## src/hw/rtl/png_csp_pkg.sv

```systemverilog
// ----------------------------------------------------------------------------
// PNG chunk stream parser package
// Report kinds, the result record, the signature bytes and the known chunk
// type table with its classifier.
// ----------------------------------------------------------------------------
package png_csp_pkg;

  typedef enum logic [1:0] {
    KIND_CHUNK  = 2'd0,
    KIND_SHORT  = 2'd1,
    KIND_BADSIG = 2'd2,
    KIND_TRUNC  = 2'd3
  } kind_e;

  typedef struct packed {
    kind_e       report_kind;
    logic [4:0]  type_code;
    logic [31:0] type_word;
    logic [31:0] chunk_length;
  } result_t;

  localparam int unsigned SigLen   = 8;
  localparam int unsigned NumKnown = 18;
  localparam logic [4:0]  IendCode = 5'd3;

  localparam logic [7:0] SigBytes [SigLen] = '{
    8'd137, 8'd80, 8'd78, 8'd71, 8'd13, 8'd10, 8'd26, 8'd10
  };

  localparam logic [31:0] KnownTypes [NumKnown] = '{
    32'h49484452, 32'h504C5445, 32'h49444154, 32'h49454E44, // IHDR PLTE IDAT IEND
    32'h6348524D, 32'h67414D41, 32'h69434350, 32'h73424954, // cHRM gAMA iCCP sBIT
    32'h73524742, 32'h624B4744, 32'h68495354, 32'h74524E53, // sRGB bKGD hIST tRNS
    32'h70485973, 32'h73504C54, 32'h74494D45, 32'h69545874, // pHYs sPLT tIME iTXt
    32'h74455874, 32'h7A545874                              // tEXt zTXt
  };

  // Parallel compare against every known type; unknown maps past the table
  function automatic logic [4:0] classify(input logic [31:0] word);
    logic [4:0] code;
    code = 5'(NumKnown);
    for (int i = NumKnown - 1; i >= 0; i--) begin
      if (word == KnownTypes[i]) begin
        code = 5'(i);
      end
    end
    return code;
  endfunction

endpackage

```

## src/hw/rtl/png_csp_in_if.sv

```systemverilog
// ----------------------------------------------------------------------------
// PNG chunk stream parser input channel
// One file byte or an end-of-file marker per item, valid/ready handshake.
// ----------------------------------------------------------------------------
interface png_csp_in_if;
  logic       valid;
  logic       ready;
  logic       cmd;
  logic [7:0] data_byte;

  modport source (output valid, output cmd, output data_byte, input ready);
  modport sink   (input valid, input cmd, input data_byte, output ready);
endinterface

```

## src/hw/rtl/png_csp_out_if.sv

```systemverilog
// ----------------------------------------------------------------------------
// PNG chunk stream parser report channel
// One report item per handshake: kind, type code, raw type and length.
// ----------------------------------------------------------------------------
interface png_csp_out_if;
  logic        valid;
  logic        ready;
  logic [1:0]  report_kind;
  logic [4:0]  type_code;
  logic [31:0] type_word;
  logic [31:0] chunk_length;

  modport source (output valid, output report_kind, output type_code,
                  output type_word, output chunk_length, input ready);
  modport sink   (input valid, input report_kind, input type_code,
                  input type_word, input chunk_length, output ready);
endinterface

```

## src/hw/rtl/png_csp_skid.sv

```systemverilog
// ----------------------------------------------------------------------------
// PNG chunk stream parser output buffer
// Two-entry skid buffer: an output register plus one spare entry, so the
// upstream ready is a plain register output.
// ----------------------------------------------------------------------------
module png_csp_skid (
  input  logic                 clk_i,
  input  logic                 rst_ni,
  input  logic                 push_valid_i,
  output logic                 push_ready_o,
  input  png_csp_pkg::result_t push_data_i,
  output logic                 out_valid_o,
  input  logic                 out_ready_i,
  output png_csp_pkg::result_t out_data_o
);

  logic                 main_valid_q, main_valid_d;
  logic                 skid_valid_q, skid_valid_d;
  png_csp_pkg::result_t main_q, main_d;
  png_csp_pkg::result_t skid_q, skid_d;
  logic                 pop;

  assign pop          = main_valid_q && out_ready_i;
  assign push_ready_o = !skid_valid_q;
  assign out_valid_o  = main_valid_q;
  assign out_data_o   = main_q;

  always_comb begin
    main_valid_d = main_valid_q;
    skid_valid_d = skid_valid_q;
    main_d       = main_q;
    skid_d       = skid_q;
    if (skid_valid_q) begin
      // upstream is held off; drain the spare entry first
      if (pop) begin
        main_d       = skid_q;
        skid_valid_d = 1'b0;
      end
    end else if (push_valid_i) begin
      if (main_valid_q && !pop) begin
        skid_d       = push_data_i;
        skid_valid_d = 1'b1;
      end else begin
        main_d       = push_data_i;
        main_valid_d = 1'b1;
      end
    end else if (pop) begin
      main_valid_d = 1'b0;
    end
  end

  always_ff @(posedge clk_i or negedge rst_ni) begin
    if (!rst_ni) begin
      main_valid_q <= 1'b0;
      skid_valid_q <= 1'b0;
    end else begin
      main_valid_q <= main_valid_d;
      skid_valid_q <= skid_valid_d;
    end
  end

  always_ff @(posedge clk_i) begin
    main_q <= main_d;
    skid_q <= skid_d;
  end

  a_skid_implies_main: assert property (@(posedge clk_i) disable iff (!rst_ni)
    skid_valid_q |-> main_valid_q)
    else $error("spare entry full while output register empty");

  a_spare_holds_on_stall: assert property (@(posedge clk_i) disable iff (!rst_ni)
    skid_valid_q && !pop |=> skid_valid_q && $stable(skid_q))
    else $error("spare entry lost while output stalled");

  a_no_loss_on_push: assert property (@(posedge clk_i) disable iff (!rst_ni)
    push_valid_i && push_ready_o && main_valid_q && !pop |=> skid_valid_q)
    else $error("pushed item dropped");

endmodule

```

## src/hw/rtl/png_chunk_stream_parser_top.sv

```systemverilog
// ----------------------------------------------------------------------------
// PNG chunk stream parser
// Checks the PNG signature and frames chunks from a byte stream, reporting
// each chunk's type and length, bad or short signatures and truncation.
// ----------------------------------------------------------------------------
// Throughput: one input item per clock cycle while the report side keeps up.
// Reports are registered in the output buffer before they reach out_o.
// The framing state updates in the accept cycle; a two-entry output buffer
// takes in_i.ready low only when both its entries hold untaken reports.
// Reset (rst_ni low, asynchronous): signature phase, counters, end flag clear,
// match flag set, output buffer empty. An end-of-file item returns the framing
// state to the same values and leaves queued reports in the buffer.
module png_chunk_stream_parser_top (
  input  logic                 clk_i,
  input  logic                 rst_ni,
  png_csp_in_if.sink           in_i,
  png_csp_out_if.source        out_o
);

  typedef enum logic [5:0] {
    PH_SIG    = 6'b000001,
    PH_LEN    = 6'b000010,
    PH_TYPE   = 6'b000100,
    PH_DATA   = 6'b001000,
    PH_CRC    = 6'b010000,
    PH_IGNORE = 6'b100000
  } phase_e;

  phase_e               phase_q, phase_d;
  logic [2:0]           cnt_q, cnt_d;
  logic                 sig_ok_q, sig_ok_d;
  logic [31:0]          len_q, len_d;
  logic [31:0]          type_q, type_d;
  logic [31:0]          rem_q, rem_d;
  logic                 end_seen_q, end_seen_d;

  logic                 acc;
  logic                 in_ready;
  logic                 res_valid;
  png_csp_pkg::result_t res;
  png_csp_pkg::result_t out_data;
  logic [4:0]           code;

  assign acc        = in_i.valid && in_ready;
  assign in_i.ready = in_ready;
  assign code       = png_csp_pkg::classify({type_q[23:0], in_i.data_byte});

  always_comb begin
    phase_d    = phase_q;
    cnt_d      = cnt_q;
    sig_ok_d   = sig_ok_q;
    len_d      = len_q;
    type_d     = type_q;
    rem_d      = rem_q;
    end_seen_d = end_seen_q;
    res_valid  = 1'b0;
    res        = '0;
    if (acc) begin
      if (in_i.cmd) begin
        if (phase_q == PH_SIG) begin
          res_valid       = 1'b1;
          res.report_kind = png_csp_pkg::KIND_SHORT;
        end else if (phase_q != PH_IGNORE) begin
          res_valid       = 1'b1;
          res.report_kind = png_csp_pkg::KIND_TRUNC;
        end
        phase_d    = PH_SIG;
        cnt_d      = '0;
        sig_ok_d   = 1'b1;
        len_d      = '0;
        type_d     = '0;
        rem_d      = '0;
        end_seen_d = 1'b0;
      end else begin
        unique case (phase_q)
          PH_SIG: begin
            sig_ok_d = sig_ok_q && (in_i.data_byte == png_csp_pkg::SigBytes[cnt_q]);
            if (cnt_q == 3'(png_csp_pkg::SigLen - 1)) begin
              cnt_d = '0;
              if (sig_ok_d) begin
                phase_d = PH_LEN;
              end else begin
                res_valid       = 1'b1;
                res.report_kind = png_csp_pkg::KIND_BADSIG;
                phase_d         = PH_IGNORE;
              end
            end else begin
              cnt_d = cnt_q + 3'd1;
            end
          end
          PH_LEN: begin
            len_d = {len_q[23:0], in_i.data_byte};
            if (cnt_q == 3'd3) begin
              cnt_d   = '0;
              phase_d = PH_TYPE;
            end else begin
              cnt_d = cnt_q + 3'd1;
            end
          end
          PH_TYPE: begin
            type_d = {type_q[23:0], in_i.data_byte};
            if (cnt_q == 3'd3) begin
              cnt_d            = '0;
              res_valid        = 1'b1;
              res.report_kind  = png_csp_pkg::KIND_CHUNK;
              res.type_code    = code;
              res.type_word    = type_d;
              res.chunk_length = len_q;
              if (code == png_csp_pkg::IendCode) begin
                end_seen_d = 1'b1;
              end
              rem_d   = len_q;
              phase_d = (len_q == '0) ? PH_CRC : PH_DATA;
            end else begin
              cnt_d = cnt_q + 3'd1;
            end
          end
          PH_DATA: begin
            rem_d = rem_q - 32'd1;
            if (rem_q == 32'd1) begin
              phase_d = PH_CRC;
            end
          end
          PH_CRC: begin
            if (cnt_q == 3'd3) begin
              cnt_d   = '0;
              len_d   = '0;
              type_d  = '0;
              phase_d = end_seen_q ? PH_IGNORE : PH_LEN;
            end else begin
              cnt_d = cnt_q + 3'd1;
            end
          end
          PH_IGNORE: begin
          end
          default: begin
          end
        endcase
      end
    end
  end

  always_ff @(posedge clk_i or negedge rst_ni) begin
    if (!rst_ni) begin
      phase_q    <= PH_SIG;
      cnt_q      <= '0;
      sig_ok_q   <= 1'b1;
      len_q      <= '0;
      type_q     <= '0;
      rem_q      <= '0;
      end_seen_q <= 1'b0;
    end else begin
      phase_q    <= phase_d;
      cnt_q      <= cnt_d;
      sig_ok_q   <= sig_ok_d;
      len_q      <= len_d;
      type_q     <= type_d;
      rem_q      <= rem_d;
      end_seen_q <= end_seen_d;
    end
  end

  png_csp_skid u_skid (
    .clk_i        (clk_i),
    .rst_ni       (rst_ni),
    .push_valid_i (res_valid),
    .push_ready_o (in_ready),
    .push_data_i  (res),
    .out_valid_o  (out_o.valid),
    .out_ready_i  (out_o.ready),
    .out_data_o   (out_data)
  );

  assign out_o.report_kind  = out_data.report_kind;
  assign out_o.type_code    = out_data.type_code;
  assign out_o.type_word    = out_data.type_word;
  assign out_o.chunk_length = out_data.chunk_length;

  a_cnt_field_range: assert property (@(posedge clk_i) disable iff (!rst_ni)
    phase_q != PH_SIG |-> cnt_q < 3'd4)
    else $error("field byte count out of range");

  a_data_nonzero: assert property (@(posedge clk_i) disable iff (!rst_ni)
    phase_q == PH_DATA |-> rem_q != '0)
    else $error("data phase with nothing left to skip");

  a_eof_restarts: assert property (@(posedge clk_i) disable iff (!rst_ni)
    acc && in_i.cmd |=> phase_q == PH_SIG && cnt_q == '0 && !end_seen_q)
    else $error("end of file did not return to signature phase");

  a_end_after_sig: assert property (@(posedge clk_i) disable iff (!rst_ni)
    end_seen_q |-> phase_q != PH_SIG && sig_ok_q)
    else $error("end chunk flag set without a valid signature");

endmodule
```

## src/flat_wrapper.sv

```systemverilog
// flat-port wrapper written by rule: the top's interface ports become plain ports
module png_chunk_stream_parser_top_flat 
  (clk_i, rst_ni, in_i_valid, in_i_cmd, in_i_data_byte, in_i_ready, out_o_valid, out_o_report_kind, out_o_type_code, out_o_type_word, out_o_chunk_length, out_o_ready);
  png_csp_in_if in_i_i ();
  png_csp_out_if out_o_i ();
  input  logic clk_i;
  input  logic rst_ni;
  input wire logic [$bits(in_i_i.valid)-1:0] in_i_valid;
  input wire logic [$bits(in_i_i.cmd)-1:0] in_i_cmd;
  input wire logic [$bits(in_i_i.data_byte)-1:0] in_i_data_byte;
  output wire logic [$bits(in_i_i.ready)-1:0] in_i_ready;
  output wire logic [$bits(out_o_i.valid)-1:0] out_o_valid;
  output wire logic [$bits(out_o_i.report_kind)-1:0] out_o_report_kind;
  output wire logic [$bits(out_o_i.type_code)-1:0] out_o_type_code;
  output wire logic [$bits(out_o_i.type_word)-1:0] out_o_type_word;
  output wire logic [$bits(out_o_i.chunk_length)-1:0] out_o_chunk_length;
  input wire logic [$bits(out_o_i.ready)-1:0] out_o_ready;
  assign in_i_i.valid = in_i_valid;
  assign in_i_i.cmd = in_i_cmd;
  assign in_i_i.data_byte = in_i_data_byte;
  assign in_i_ready = in_i_i.ready;
  assign out_o_valid = out_o_i.valid;
  assign out_o_report_kind = out_o_i.report_kind;
  assign out_o_type_code = out_o_i.type_code;
  assign out_o_type_word = out_o_i.type_word;
  assign out_o_chunk_length = out_o_i.chunk_length;
  assign out_o_i.ready = out_o_ready;
  png_chunk_stream_parser_top u_core (.clk_i(clk_i), .rst_ni(rst_ni), .in_i(in_i_i), .out_o(out_o_i));
endmodule
```

## config.mk

```make
export PLATFORM = sky130hd
export DESIGN_NAME = png_chunk_stream_parser_top_flat
export DESIGN_NICKNAME = d
export VERILOG_FILES = /design/src/hw/rtl/png_csp_pkg.sv /design/src/hw/rtl/png_csp_in_if.sv /design/src/hw/rtl/png_csp_out_if.sv /design/src/hw/rtl/png_csp_skid.sv /design/src/hw/rtl/png_chunk_stream_parser_top.sv /design/src/flat_wrapper.sv
export SDC_FILE = /design/constraint.sdc
export NUM_CORES = 1
export LEC_CHECK = 0
export BUFFER_PORTS_ARGS = -buffer_cell sky130_fd_sc_hd__buf_2
export CAP_MARGIN = 0
export CORE_MARGIN = 4
export CORE_UTILIZATION = 30
export CTS_CLUSTER_DIAMETER = 60
export DETAILED_ROUTE_END_ITERATION = 10
export PLACE_DENSITY = 0.55
export SYNTH_ARGS = -nofsm -noshare
export SYNTH_HDL_FRONTEND = slang
export SYNTH_SLANG_ARGS = --single-unit
```

## constraint.sdc

```tcl
create_clock -name clk_i -period 7.4 [get_ports clk_i]
set_input_delay 0.74 -clock clk_i [delete_from_list [all_inputs] [get_ports clk_i]]
set_output_delay 0.74 -clock clk_i [all_outputs]
set_load 0.05 [all_outputs]
```

-- Word level (Yosys, flattened, before mapping)
Memories as Yosys holds them, arrays and structs flattened.
Cells that the tools add are included.
- flip-flop bits (word level): 243
- bits in read-only memories: 64
- bits of input ports: 13
- word-level logic and storage cells: 166
- memories: 1
- $add $sub $neg: 2
- magnitude comparators: 1
- eq/ne operators: 37
- multiplexer cells: 77
- bitwise gates (word level): 2
- reduce and logical (&&, ||, !) cells: 29
- memory list (memory ; depth ; bits a word ; read ports ; clocked after Yosys merged registers in ; wr ports ; line ; RTL):
    (no name shown) ; 8 ; 8 ; 1 ; 0 ; 0 ; png_chunk_stream_parser_top.sv:77 ; sig_ok_d = sig_ok_q && (in_i.data_byte == png_csp_pkg::SigBytes[cnt_q]);
- operator list (cell ; count):
    $eq 32x31->1 const B ; 18
    $mux 71 ; 5
    $mux 69 ; 3
    $mux 32 ; 4
    $pmux 32 s2 ; 2
    $mux 5 ; 18
    $mux 6 ; 8
    $pmux 24 s2 ; 1
    $eq 32x1->1 const B ; 1
    $logic_not 32->1 ; 1
    $sub 32x1->32 const B ; 1
    $pmux 6 s5 ; 1
    $mux 24 ; 1
    $mux 1 ; 20
    $reduce_and 3->1 ; 6
    $mux 8 ; 2
    $mux 2 ; 6
    $ne 3x2->1 const B ; 4
    $reduce_bool 2->1 ; 6
    $reduce_bool 3->1 ; 4
    $mux 3 ; 3
    $eq 8x8->1 ; 1
    $reduce_and 7->1 ; 1
    $eq 6x1->1 const B ; 1
    other kinds (24) ; 30

-- Logic depth before layout (Yosys ltp)
Gate-level depths: netlist of run 1.
- depth in word-level cells: 26
- gate-level depth with buffers: 11

-- Modules after synthesis
From an unflattened synthesis of run 1, not the netlist that was laid out.
- cells, all modules: 1056
- area, all modules: 11797.6 um^2
- by module, submodules not included (module ; instances ; cells an instance ; area an instance (um^2) ; seq. area each (um^2)):
    png_chunk_stream_parser_top ; 1 ; 823 ; 6454.9 ; 2479.9
    png_csp_skid ; 1 ; 233 ; 5342.6 ; 4314.1

-- Least setup slack after synthesis of run 1
No wires, ideal clock.
- path type: flip-flop to flip-flop
- start: reg u_core.phase_q[0]
- end: reg u_core.u_skid.skid_q[0] (netlist name), enable pin
- setup time: 0.603 ns
- data arrival time: 6.998 ns
- data required time: 6.797 ns
- slack: -0.201 ns
- stages on the path, launching flop included: 8
- path buffers: 2
- period minus slack after synthesis: 7.601 ns
- path through: dfstp_2 clkbuf_1 or4_1 clkbuf_1 nor3_1 a31o_2 a21oi_1 nor3b_1
- word-level cells in the longest chain between the ends: 6
- elaborated cells between the ends (all ways): 9
- classes of those cells: 3 x eq/ne; 5 x mux; 1 x reduce/logical
- RTL lines (item ; line ; RTL):
    from (decl) ; png_chunk_stream_parser_top.sv:29 ; phase_e phase_q, phase_d;
    from (signal assigned) ; png_chunk_stream_parser_top.sv:153 ; phase_q <= phase_d;
    $ne 6x6->1 ; png_chunk_stream_parser_top.sv:63 ; end else if (phase_q != PH_IGNORE) begin
    $mux 1 ; png_chunk_stream_parser_top.sv:63 ;
    $mux 1 ; png_chunk_stream_parser_top.sv:60 ; if (phase_q == PH_SIG) begin
    $mux 1 * ; png_chunk_stream_parser_top.sv:59 ; if (in_i.cmd) begin
    $mux 1 * ; png_chunk_stream_parser_top.sv:58 ; if (acc) begin
    $reduce_and 3->1 (no line) * ; n/a ;
    to (signal assigned) ; png_csp_skid.sv:64 ; skid_q <= skid_d;
    to (decl) ; png_csp_skid.sv:20 ; png_csp_pkg::result_t skid_q, skid_d;
Mark *: on every way between the ends. The rest lies on a longest branch, timed or not.
A chain may end at the register's enable or synchronous reset.

-- Final worst setup path of run 1
- start: reg u_core.phase_q[1]
- end: reg u_core.u_skid.skid_q[70] (netlist name), enable pin
The elaborated chain is that of the path after synthesis.

==> results of run 1 <==
-- worst max-delay path, stage by stage, from the launching register on --
cell and delay (ns):
dfrtp_1 0.46, or4_1 0.66, nor3_1 0.48, a31o_2 0.22
a21oi_1 0.11, nor3b_4 0.94, buf_4 0.73
-- registers in the layout, summed over array words and instances, names as in the netlist --
signal and cells:
u_core.cnt_q 3, u_core.end_seen_q 1, u_core.len_q 32, u_core.phase_q 6, u_core.rem_q 32, u_core.sig_ok_q 1
u_core.type_q 24, u_core.u_skid.out_data_o 71, u_core.u_skid.out_valid_o 1, u_core.u_skid.skid_q 71, u_core.u_skid.skid_valid_q 1
-- metrics by stage --
stage	area [um^2]	instances	util, %
detailed placement	12400	1611	32.9
floorplan	11500	1073	-
global route	13300	1659	35.2
finish	13300	1660	35.2
global placement	12400	1611	32.9
CTS	13300	1659	35.2
-- cells in the final DEF (no fill, tap or decap), types with 21 or more instances in the layout --
cell type | Yosys | layout
a21o_1 | 70 | 70
a21oi_1 | 32 | 32
and2_1 | 67 | 67
buf_2 | 4 | 84
clkbuf_16 | 0 | 27
dfrtp_1 | 99 | 98
edfxtp_1 | 142 | 142
nand2_1 | 151 | 151
nor2_1 | 45 | 44
nor3_1 | 21 | 21
nor4_1 | 37 | 36
o21ai_0 | 112 | 111
-- how the worst min path moves through the flow --
stage | to | cells past startpoint | slack (ns)
after floorplan | u_core.cnt_q[0] | 0 | 0.44
after global placement | u_core.rem_q[23] | 1 | 0.47
after detailed placement | u_core.rem_q[23] | 1 | 0.47
after CTS | u_core.rem_q[23] | 1 | 0.18
after global routing | u_core.rem_q[23] | 1 | 0.21
final | u_core.rem_q[23] | 1 | 0.18
-- synth_stat cells, drive strengths merged, types with 3 or more instances --
master and n:
o31ai 4, nand2b 6, o311ai 3, o21ai 117, or4 10, o2bb2ai 5
nor4b 7, mux2i 3, nor4 37, o31a 3, o21a 3, o211ai 7
ha 10, nor3b 8, nand3 15, nor2b 10, or3 12, nand4 19
a22oi 8, nor2 45, a22o 5, and4b 4, buf 7, a31oi 3
edfxtp 142, o22ai 4, a2bb2oi 6, and2 67, nand4b 3, xor2 3
nor3 22, a21o 70, nand2 151, nor4bb 7, clkbuf 64, a21oi 32
dfrtp 99, inv 18, a31o 3
-- final cells by class --
type                    instances  area share [%]
repair buffers                 98            3.96
well taps                     511            4.81
multi-input cells             741            33.2
flip-flops and latches        243            51.2
clock inverters                16           0.876
diodes                          1          0.0188
inverters                      18           0.509
clock buffers                  32            5.45
-- per-layer routing --
layer  wire length (um)  share of wire, %  up-vias  global-route usage (%)
met5                 13             0.044        -                       0
met4                505               1.7        2                    3.42
met3               1630               5.5       42                    2.05
met2              12900                43      209                    20.8
met1              14700                49     4248                    21.7
li1                   -                 -     4068                       -
-- kinds of logic (layout without fill, tap and decap cells) --
kind of cell,after synthesis,in the layout
multiplexers,5,5
AND/OR/NAND/NOR,434,434
buffers and inverters,89,164
flip-flops,243,243
AO/OA/AOI/OAI,287,287
other,0,1
XOR/XNOR,5,5
adder cells (fa/ha/maj),10,10
-- power by group through the flow --
| stage | clock (W) | sequential [W] | combinational, W |
|---|---|---|---|
| 2_1_floorplan | 0 | 0.00189 | 0.000586 |
| 3_3_place_gp | 0 | 0.00182 | 0.000927 |
| 3_5_place_dp | 0 | 0.00182 | 0.000928 |
| 4_1_cts | 0.00131 | 0.00179 | 0.000933 |
| 5_1_grt | 0.00137 | 0.00182 | 0.00103 |
| 6_report | 0.00128 | 0.00179 | 0.000925 |
==> results.md, run 1 <==
- Largest family of logic cells by synthesized area: simple AND/OR/NAND/NOR gates
- Clock net sink count: 243
- Postcts setup bufs: 0
- GRT Total Usage: 14.0%
- Max capacitance violation total: 0
- # IOs: 86
- Die ar.: 41500 um^2
- Fmax: 249 MHz
- Port-buffer cells: 85
- Nets: 1151
- RSZ-0062 raised after global routing: no
- Core Area: 37800 um^2
- VDD IR max: 154 uV
- Cts repair resizes: 0
- Routability congestion estimate: 0.880
- Power Density: 301 nW/um^2
- Starting Density: 30.5%
- Compound-Gate Fraction of Synth Area: 15.9%
- Vias per inst: 5.16
- Int Power: 0.00263 W
- Register area: 6800 um^2
- Setup TNS: 0 ns
- CP max FO: 56
- CTS hold repair buffers: 0
- Arr. time, crit path: 4.18 ns
- Sequential share of the synthesized area: 59.1%
- First-pass iteration count of the detailed router: 6
- DR vias: 8569
- Worst setup path start: u_core.phase_q[1]
- Setup crit end kind: register
- Final hold violations: 0
- Period utilization: 54.2%
- Required time worst endpoint: 7.56 ns
- Multi-input logic area: 4410 um^2
- Vias in the first global route: 8120
- Yosys top cell by area: edfxtp_1
- Async SR Flop Fraction: 41.6%
- Combinational share of power: 23.2%
- Drt drc: 0
- Hold WC Path Type: in -> async
- R2R cell count: 6
- Crit path capture: u_core.u_skid.skid_q[70]
- Die width: 204 um
- Worst slew margin: 26.8%
- Fin worst setup slack: 3.39 ns
- Static Leak: 5.45 nW
- Final setup fails: 0
- Sw frac: 34.2%
- Synthesized area per cell: 10.7 um^2
- WHS: 0.177 ns
- Yosys cell types: 67
- Layout Skew: 0.00654 ns
- Synth Area in Simple Gates: 20.1%
- Syn nets: 1096
- Critical setup path kind: reg -> reg
- Worst Tran Pin Value: 1.10 ns
- Drt wl/cell: 17.9 um
- Largest net degree at the start of global routing: 75
- Initial antenna violation count: 2
- Max clock buf depth: 3
- Synth Area in Adders: 1.09%
- Final Power: 0.00400 W
- Clock buffer count from CTS: 26
- Synth Register Bits: 243
- Slew Limit Fails: 0
- Top_reg_cell synth: edfxtp_1
- CTS H-tree lvls: 1
- Multiplexer share of the synthesized area: 0.457%
- Critical path launch point type: register
- Cell count after synthesis: 1073
- Die Y: 204 um
- Synth Area in XOR/XNOR: 0.381%
- Reg power frac: 44.9%
- Global-route wire length before repair: 47700 um
- Clock slew at reported path FFs: 0.06 ns
- Antenna Violating Nets Remaining: 0
- Reg-to-reg critical path startpoint: u_core.phase_q[1]
- Num rows: 71
- Top cells by area in the synthesized netlist: edfxtp_1 (37%), dfrtp_1 (22%), nand2_1 (4.9%)
- DP HPWL: 20000 um
- Final wirelength: 29700 um
- Clock power share: 32.0%
- Reg2reg setup slack: 3.39 ns
- P_sw: 0.00137 W
- Area share of the largest cell type after synthesis: 37.1%
- Synth Cell Area: 11500 um^2
- CTS tree: done
- Reg2Reg Capture Point: u_core.u_skid.skid_q[70]
- Period minus WS final: 4.01 ns
- Synth Warn #: 0
- Clk_lat worst skew: 0.53 ns
- Overflow after GRT: 0
- Area Growth Syn to Fin: 15.5%
- Drt initial violations: 738
- Number of synthesized flops with an enable pin: 142
- FILL cells: 3789
- Status: completed
- Layout cells sized above 1: 14.5%
- Worst Setup Slack post-DPL: 3.31 ns
- CTS root buffer: clkbuf_16
(Power assumes the default switching activity.)
==> run 2, diff against run 1 <==
--- a/config.mk
+++ b/config.mk
@@ -5,13 +5,14 @@
 export SDC_FILE = /design/constraint.sdc
 export NUM_CORES = 1
 export LEC_CHECK = 0
+export ABC_AREA = 1
 export BUFFER_PORTS_ARGS = -buffer_cell sky130_fd_sc_hd__buf_2
 export CAP_MARGIN = 0
 export CORE_MARGIN = 4
 export CORE_UTILIZATION = 30
 export CTS_CLUSTER_DIAMETER = 60
 export DETAILED_ROUTE_END_ITERATION = 10
-export PLACE_DENSITY = 0.55
+export PLACE_DENSITY = 0.53
 export SYNTH_ARGS = -nofsm -noshare
 export SYNTH_HDL_FRONTEND = slang
 export SYNTH_SLANG_ARGS = --single-unit
==> constraint.sdc (replaced) <==
create_clock -name clk_i -period 4 [get_ports clk_i]
set_input_delay 0.4 -clock clk_i [delete_from_list [all_inputs] [get_ports clk_i]]
set_output_delay 0.4 -clock clk_i [all_outputs]
set_load 0.05 [all_outputs]
==> results.md, run 2 <==
- Critical setup path kind: reg -> reg
- Antenna Cells: 0 (-1)
- Synth Cell Area: 11700 um^2 (+1.7%)
- Yosys cell types: 43 (-36%)
- Global-route wire length before repair: 50400 um (+5.7%)
- Initial antenna violation count: 3 (+1)
- Period utilization: 71.5% (+17 points)
- Drt drc: 0 (unchanged)
- Syn nets: 1322 (+21%)
- Setup TNS: 0 ns (unchanged)
- CP peak stage delay: 0.57 ns (-0.37 ns)
- R2R cell count: 8 (+2)
- Setup crit end kind: register
- Cell family with most CP delay: buffers and inverters
- Crit-path cells: inv_1, ha_1, inv_1, nor3_2, clkinv_2, buf_4, buf_4, o21ai_0
- Reg2Reg Capture Point: u_core.u_skid.out_data_o[35]
- CP max FO: 82 (+46%)
- Layout cells sized above 1: 13.0% (-1.4 points)
- Final hold violations: 0 (unchanged)
- Clk_lat worst skew: 0.56 ns (+0.03 ns)
- Vias in the first global route: 8936 (+10%)
- Starting Density: 30.3% (-0.13 points)
- CTS root buffer: clkbuf_16
- CTS tree: done
- Routability congestion estimate: 0.877 (-0.39%)
- Crit path capture: u_core.u_skid.out_data_o[35]
- Count leader, synth: nand2_1
- Area Growth Syn to Fin: 17.2%
- Final Power: 0.00898 W (+120%)
- Sequential share of the synthesized area: 58.1% (-0.99 points)
- Die width: 205 um (+0.81%)
- Max clock buf depth: 3 (unchanged)
- Fmax: 350 MHz (+40%)
- Clock slew at reported path FFs: 0.06 ns (about the same)
- Commonest non-fill, non-tap cell in the layout: nand2_1
- RSZ-0062 raised after global routing: no
- Vias per inst: 4.81 (-6.8%)
- Layout Skew: 0.0110 ns (+0.00444 ns)
- Status: completed
- Placed Cells incl. Taps: 1868 (+16%)
- Drt initial violations: 589 (-20%)
- Power Density: 655 nW/um^2 (+120%)
- Num rows: 72 (+1.4%)
- Worst Tran Pin Value: 0.862 ns (-0.236 ns)
- Final wirelength: 32000 um (+7.5%)
- Static Leak: 5.57 nW (+2.3%)
- Final setup fails: 0 (unchanged)
- Port-buffer cells: 85 (unchanged)
- Worst Hold Depth: 4
- VDD IR max: 350 uV (+130%)
- Clock buffer count from CTS: 29 (+12%)
- CTS H-tree lvls: 1 (unchanged)
- First-pass iteration count of the detailed router: 7 (+1)
- Slew Limit Fails: 0 (unchanged)
- Async SR Flop Fraction: 41.6% (unchanged)
- Area share of the largest cell type after synthesis: 36.5% (-0.62 points)
- Critical path launch point type: register
- DR vias: 9255 (+8.0%)
- # IOs: 86 (unchanged)
- Die Y: 205 um (+0.81%)
- Worst slew margin: 42.5% (+16 points)
- Final instance area: 13700 um^2 (+3.2%)
- Final core occ: 35.5% (+0.37 points)
- Reg2reg setup slack: 1.14 ns (-2.25 ns)
- Top_reg_cell synth: edfxtp_1
- Top cells by count, synth: nand2_1 (245), o21ai_0 (174), nor2_1 (173), inv_1 (147), edfxtp_1 (142)
- Layout Cells excl Fill: 1923 (+16%)
- Crit path depth: 8 (+2)
- Clock net sink count: 243 (unchanged)
- Number of synthesized flops with an enable pin: 142 (unchanged)
- Postcts setup bufs: 0 (unchanged)
- Commonest cells after routing, fill and taps aside: nand2_1 (245), nor2_1 (173), o21ai_0 (173)
- Top cells by area in the synthesized netlist: edfxtp_1 (36%), dfrtp_1 (21%), nand2_1 (7.9%)
- Arr. time, crit path: 3.13 ns (-1.05 ns)
- Overflow after GRT: 0 (unchanged)
- Antenna Violating Nets Remaining: 0 (unchanged)
- DP HPWL: 22600 um (+13%)
- Cell count after synthesis: 1299 (+21%)
- Max capacitance violation total: 0 (unchanged)
- Required time worst endpoint: 4.27 ns (-3.29 ns)
- Nets: 1405 (+22%)
- Synth Register Bits: 243 (unchanged)
- Hold WC Path Type: in -> reg
- Period minus WS final: 2.86 ns (-1.15 ns)
- Synth Warn #: 0 (unchanged)
- Synthesized area per cell: 9.00 um^2 (-16%)
- GRT Total Usage: 15.0% (+0.95 points)
- Post-place instance area: 12700 um^2 (+2.1%)
- WP buf/inv: 5 (+4)
- Reg-to-reg critical path startpoint: u_core.cnt_q[2]
- Yosys top cell by area: edfxtp_1
- Drt wl/cell: 16.6 um (-7.2%)
- Worst setup path start: u_core.cnt_q[2]
- Die ar.: 42200 um^2 (+1.6%)
- Slowest-stage cell, CP: buf_4
- Largest net degree at the start of global routing: 83 (+11%)
- Core Area: 38600 um^2 (+2.1%)
[run 2: changes by cell type after synthesis, moves of 11 or more]
cell	change
o21ai_0	+62
and2_1	-66
nor2_1	+128
buf_2	+11
a21o_1	-70
nand2_1	+94
inv_1	+129
o211ai_1	+11
xor2_1	+11
nand3_1	+67
nor4_1	-23
clkbuf_1	-36
[run 2: worst register-to-register path: stages (launching register included)]
cell	delay, ns
dfrtp_1	0.51
inv_1	0.19
ha_1	0.25
inv_1	0.14
nor3_2	0.09
clkinv_2	0.05
buf_4	0.57
buf_4	0.55
o21ai_0	0.24
[run 2: layout make-up]
type,instances,area (um^2)
Fill cell,4045,24900
Sequential cell,243,6800
Clock buffer,35,801
Tap cell,518,648
Clock inverter,19,201
Inverter,153,578
Timing Repair Buffer,101,563
Multi-Input combinational cell,854,4120
[run 2: cells by family after synthesis]
family | after synthesis | synth area share, %
xor+xnor | 17 | 1.27
flops | 243 | 58.1
compound gates | 244 | 11.2
simple gates | 583 | 21.6
fa+ha+maj | 10 | 1.07
buf+inv | 202 | 6.79
[run 2: timing repair]
item	4_1_cts	5_1_grt
gates resized for setup	0	0
hold buffers	1	0
hold endpoints to repair	36	0
[run 2: metrics by stage]
stage	setup WS, ns	hold WS (ns)
after global placement	1.21	0.444
after floorplan	0.136	0.104
final	1.14	0.198
after CTS	1.11	0.175
after detailed placement	1.12	0.443
after global routing	0.859	0.195
[run 2: power by group]
group | leakage (nW) | total, W | internal (W) | switching (W)
clock network | 0.495 | 0.00273 | 0.00164 | 0.00110
logic | 2.39 | 0.00276 | 0.000675 | 0.00208
registers | 2.69 | 0.00349 | 0.00318 | 0.000305
total | 5.57 | 0.00898 | 0.00549 | 0.00349
[run 2: worst min path at each step]
stage / from / endpoint / slack (ns)
3_3_place_gp: rst_ni / u_core.rem_q[27] / 0.44
5_1_grt: out_o_ready / u_core.u_skid.out_valid_o / 0.19
2_1_floorplan: rst_ni / u_core.cnt_q[0] / 0.10
4_1_cts: out_o_ready / u_core.u_skid.out_valid_o / 0.17
6_report: out_o_ready / u_core.u_skid.out_valid_o / 0.20
3_5_place_dp: rst_ni / u_core.rem_q[27] / 0.44
[run 2: layer usage]
layer | wire length [um] | vias to the layer above | track usage (%)
met5 | 26 | - | 0
met4 | 654 | 4 | 3.09
met3 | 1620 | 48 | 3.15
met2 | 15300 | 211 | 25.2
met1 | 14400 | 4451 | 20.1
li1 | - | 4541 | -
==> run 3, diff against run 2 <==
==> constraint.sdc (replaced) <==
create_clock -name clk_i -period 2.66 [get_ports clk_i]
set_input_delay 0.266 -clock clk_i [delete_from_list [all_inputs] [get_ports clk_i]]
set_output_delay 0.266 -clock clk_i [all_outputs]
set_load 0.05 [all_outputs]
==> results.md, run 3 (synthesis gave the netlist of run 2 again) <==
- CP max FO: 46 (-44%)
- Antenna Cells: 0 (unchanged)
- DP HPWL: 21900 um (-2.9%)
- CTS root buffer: clkbuf_16
- Commonest cells after routing, fill and taps aside: nand2_1 (245), nor2_1 (173), o21ai_0 (172)
- Drt drc: 0 (unchanged)
- Static Leak: 5.57 nW (about the same)
- Post-place instance area: 12800 um^2 (+1.0%)
- Period minus WS final: 2.38 ns (-0.475 ns)
- Worst Tran Pin Value: 0.892 ns (+0.0305 ns)
- Initial antenna violation count: 1 (-2)
- Nets: 1412 (+0.50%)
- Antenna Violating Nets Remaining: 0 (unchanged)
- Postcts setup bufs: 0 (unchanged)
- Clk_lat worst skew: 0.55 ns (about the same)
- Status: completed
- Worst Setup Slack post-DPL: 0.201 ns (-0.915 ns)
- DR vias: 9261 (+0.065%)
- Final setup fails: 0 (unchanged)
- Largest net degree at the start of global routing: 130 (+57%)
- CTS H-tree lvls: 1 (unchanged)
- Num rows: 72 (unchanged)
- Layout Skew: 0.0177 ns (+0.00670 ns)
- Vias in the first global route: 9084 (+1.7%)
- Core Area: 38600 um^2 (unchanged)
- Clock slew at reported path FFs: 0.06 ns (about the same)
- Setup crit end kind: register
- Starting Density: 30.3% (unchanged)
- Fin worst setup slack: 0.275 ns (-0.865 ns)
- # IOs: 86 (unchanged)
- Area Growth Syn to Fin: 17.5%
- Routability congestion estimate: 0.904 (+3.1%)
- Final instance area: 13700 um^2 (+0.28%)
- Worst slew margin: 40.5% (-1.9 points)
- Drt wl/cell: 16.3 um (-1.8%)
- GRT Total Usage: 14.9% (-0.11 points)
- Port-buffer cells: 85 (unchanged)
- Clock net sink count: 243 (unchanged)
- VDD IR max: 507 uV (+45%)
- Layout cells sized above 1: 13.2% (+0.16 points)
- Final hold violations: 0 (unchanged)
- Overflow after GRT: 0 (unchanged)
- RSZ-0062 raised after global routing: no
- Die ar.: 42200 um^2 (unchanged)
- Slew Limit Fails: 0 (unchanged)
- CTS tree: done
- Die width: 205 um (unchanged)
- Vias per inst: 4.80 (-0.25%)
- Final core occ: 35.7% (+0.10 points)
- Required time worst endpoint: 2.88 ns (-1.39 ns)
- Clock buffer count from CTS: 28 (-3.4%)
- Critical setup path kind: reg -> reg
- Hold WC Path Type: in -> reg
- Arr. time, crit path: 2.60 ns (-0.53 ns)
- Period utilization: 89.7% (+18 points)
- Setup TNS: 0 ns (unchanged)
- Global-route wire length before repair: 50600 um (+0.27%)
- Drt initial violations: 641 (+8.8%)
- Final wirelength: 31500 um (-1.5%)
- First-pass iteration count of the detailed router: 5 (-2)
- Fmax: 419 MHz (+20%)
- Max capacitance violation total: 0 (unchanged)
- Power Density: 960 nW/um^2 (+47%)
- Critical path launch point type: register
- Max clock buf depth: 3 (unchanged)
- Die Y: 205 um (unchanged)
- Commonest non-fill, non-tap cell in the layout: nand2_1
==> run 3: changes by cell type in the layout (fill, tap and decap cells not counted), sizes merged <==
cell | before | now
buf | 100 | 108
clkinv | 13 | 10
inv | 155 | 150
bufinv | 3 | 2
clkinvlp | 1 | 3
clkbuf | 35 | 40
==> run 3: layer usage <==
layer / wire length (um) / share of wire, % / track usage, %
met1: 14500 / 46 / 21.1
met2: 14700 / 47 / 23.8
met3: 1400 / 4.4 / 2.44
met4: 800 / 2.5 / 3.92
met5: 13 / 0.041 / 0
==> run 3: worst max-delay path, cell delays in order, from the launching register on <==
cell	delay (ns)
dfrtp_2	0.41
inv_2	0.06
ha_1	0.27
inv_1	0.05
o21ai_1	0.14
xor2_1	0.16
nor2_1	0.05
nand4_1	0.09
nand4_1	0.10
nand2_1	0.12
inv_2	0.07
o21ai_4	0.19
buf_12	0.28
==> run 3: cell type report <==
class / count / area (um^2)
clock inverters: 12 / 119
flip-flops and latches: 243 / 6800
multi-input cells: 854 / 4120
well taps: 518 / 648
inverters: 153 / 586
fillers: 4106 / 24800
clock buffers: 40 / 787
repair buffers: 109 / 689
==> run 3: worst paths after layout <==
path	start	endpoint	slack (ns)	cells after the start
worst max-delay path	u_core.cnt_q[0]	u_core.u_skid.out_data_o[22]	0.28	12
worst min-delay path	out_o_ready	u_core.u_skid.out_valid_o	0.08	4
worst max register to register	u_core.cnt_q[0]	u_core.u_skid.out_data_o[22]	0.28	12
worst min register to register	u_core.rem_q[1]	u_core.rem_q[1]	0.50	2
max in group asynchronous	rst_ni	u_core.sig_ok_q	1.83	3
min in group asynchronous	rst_ni	u_core.cnt_q[1]	0.14	2
==> run 3: power breakdown <==
part | switching, W | total (W) | internal [W]
clock network | 0.00154 | 0.00380 | 0.00225
logic | 0.00311 | 0.00417 | 0.00106
registers | 0.000448 | 0.00523 | 0.00478
total | 0.00510 | 0.0132 | 0.00810
==> run 3: timing repair <==
item,in CTS,in global routing
endpoints found under the setup margin,0,25
gates resized for setup,0,2
hold buffers,1,0
endpoints found under the hold margin,100,0
==> run 3: per-stage QoR <==
step	power [W]	instances	hold slack [ns]
finish	0.0132	1929	0.0781
global route	0.0141	1929	0.0881
CTS	0.0134	1929	0.0511
detailed placement	0.00952	1876	0.152
global placement	0.00951	1876	0.153
floorplan	0.00828	1299	-0.0296
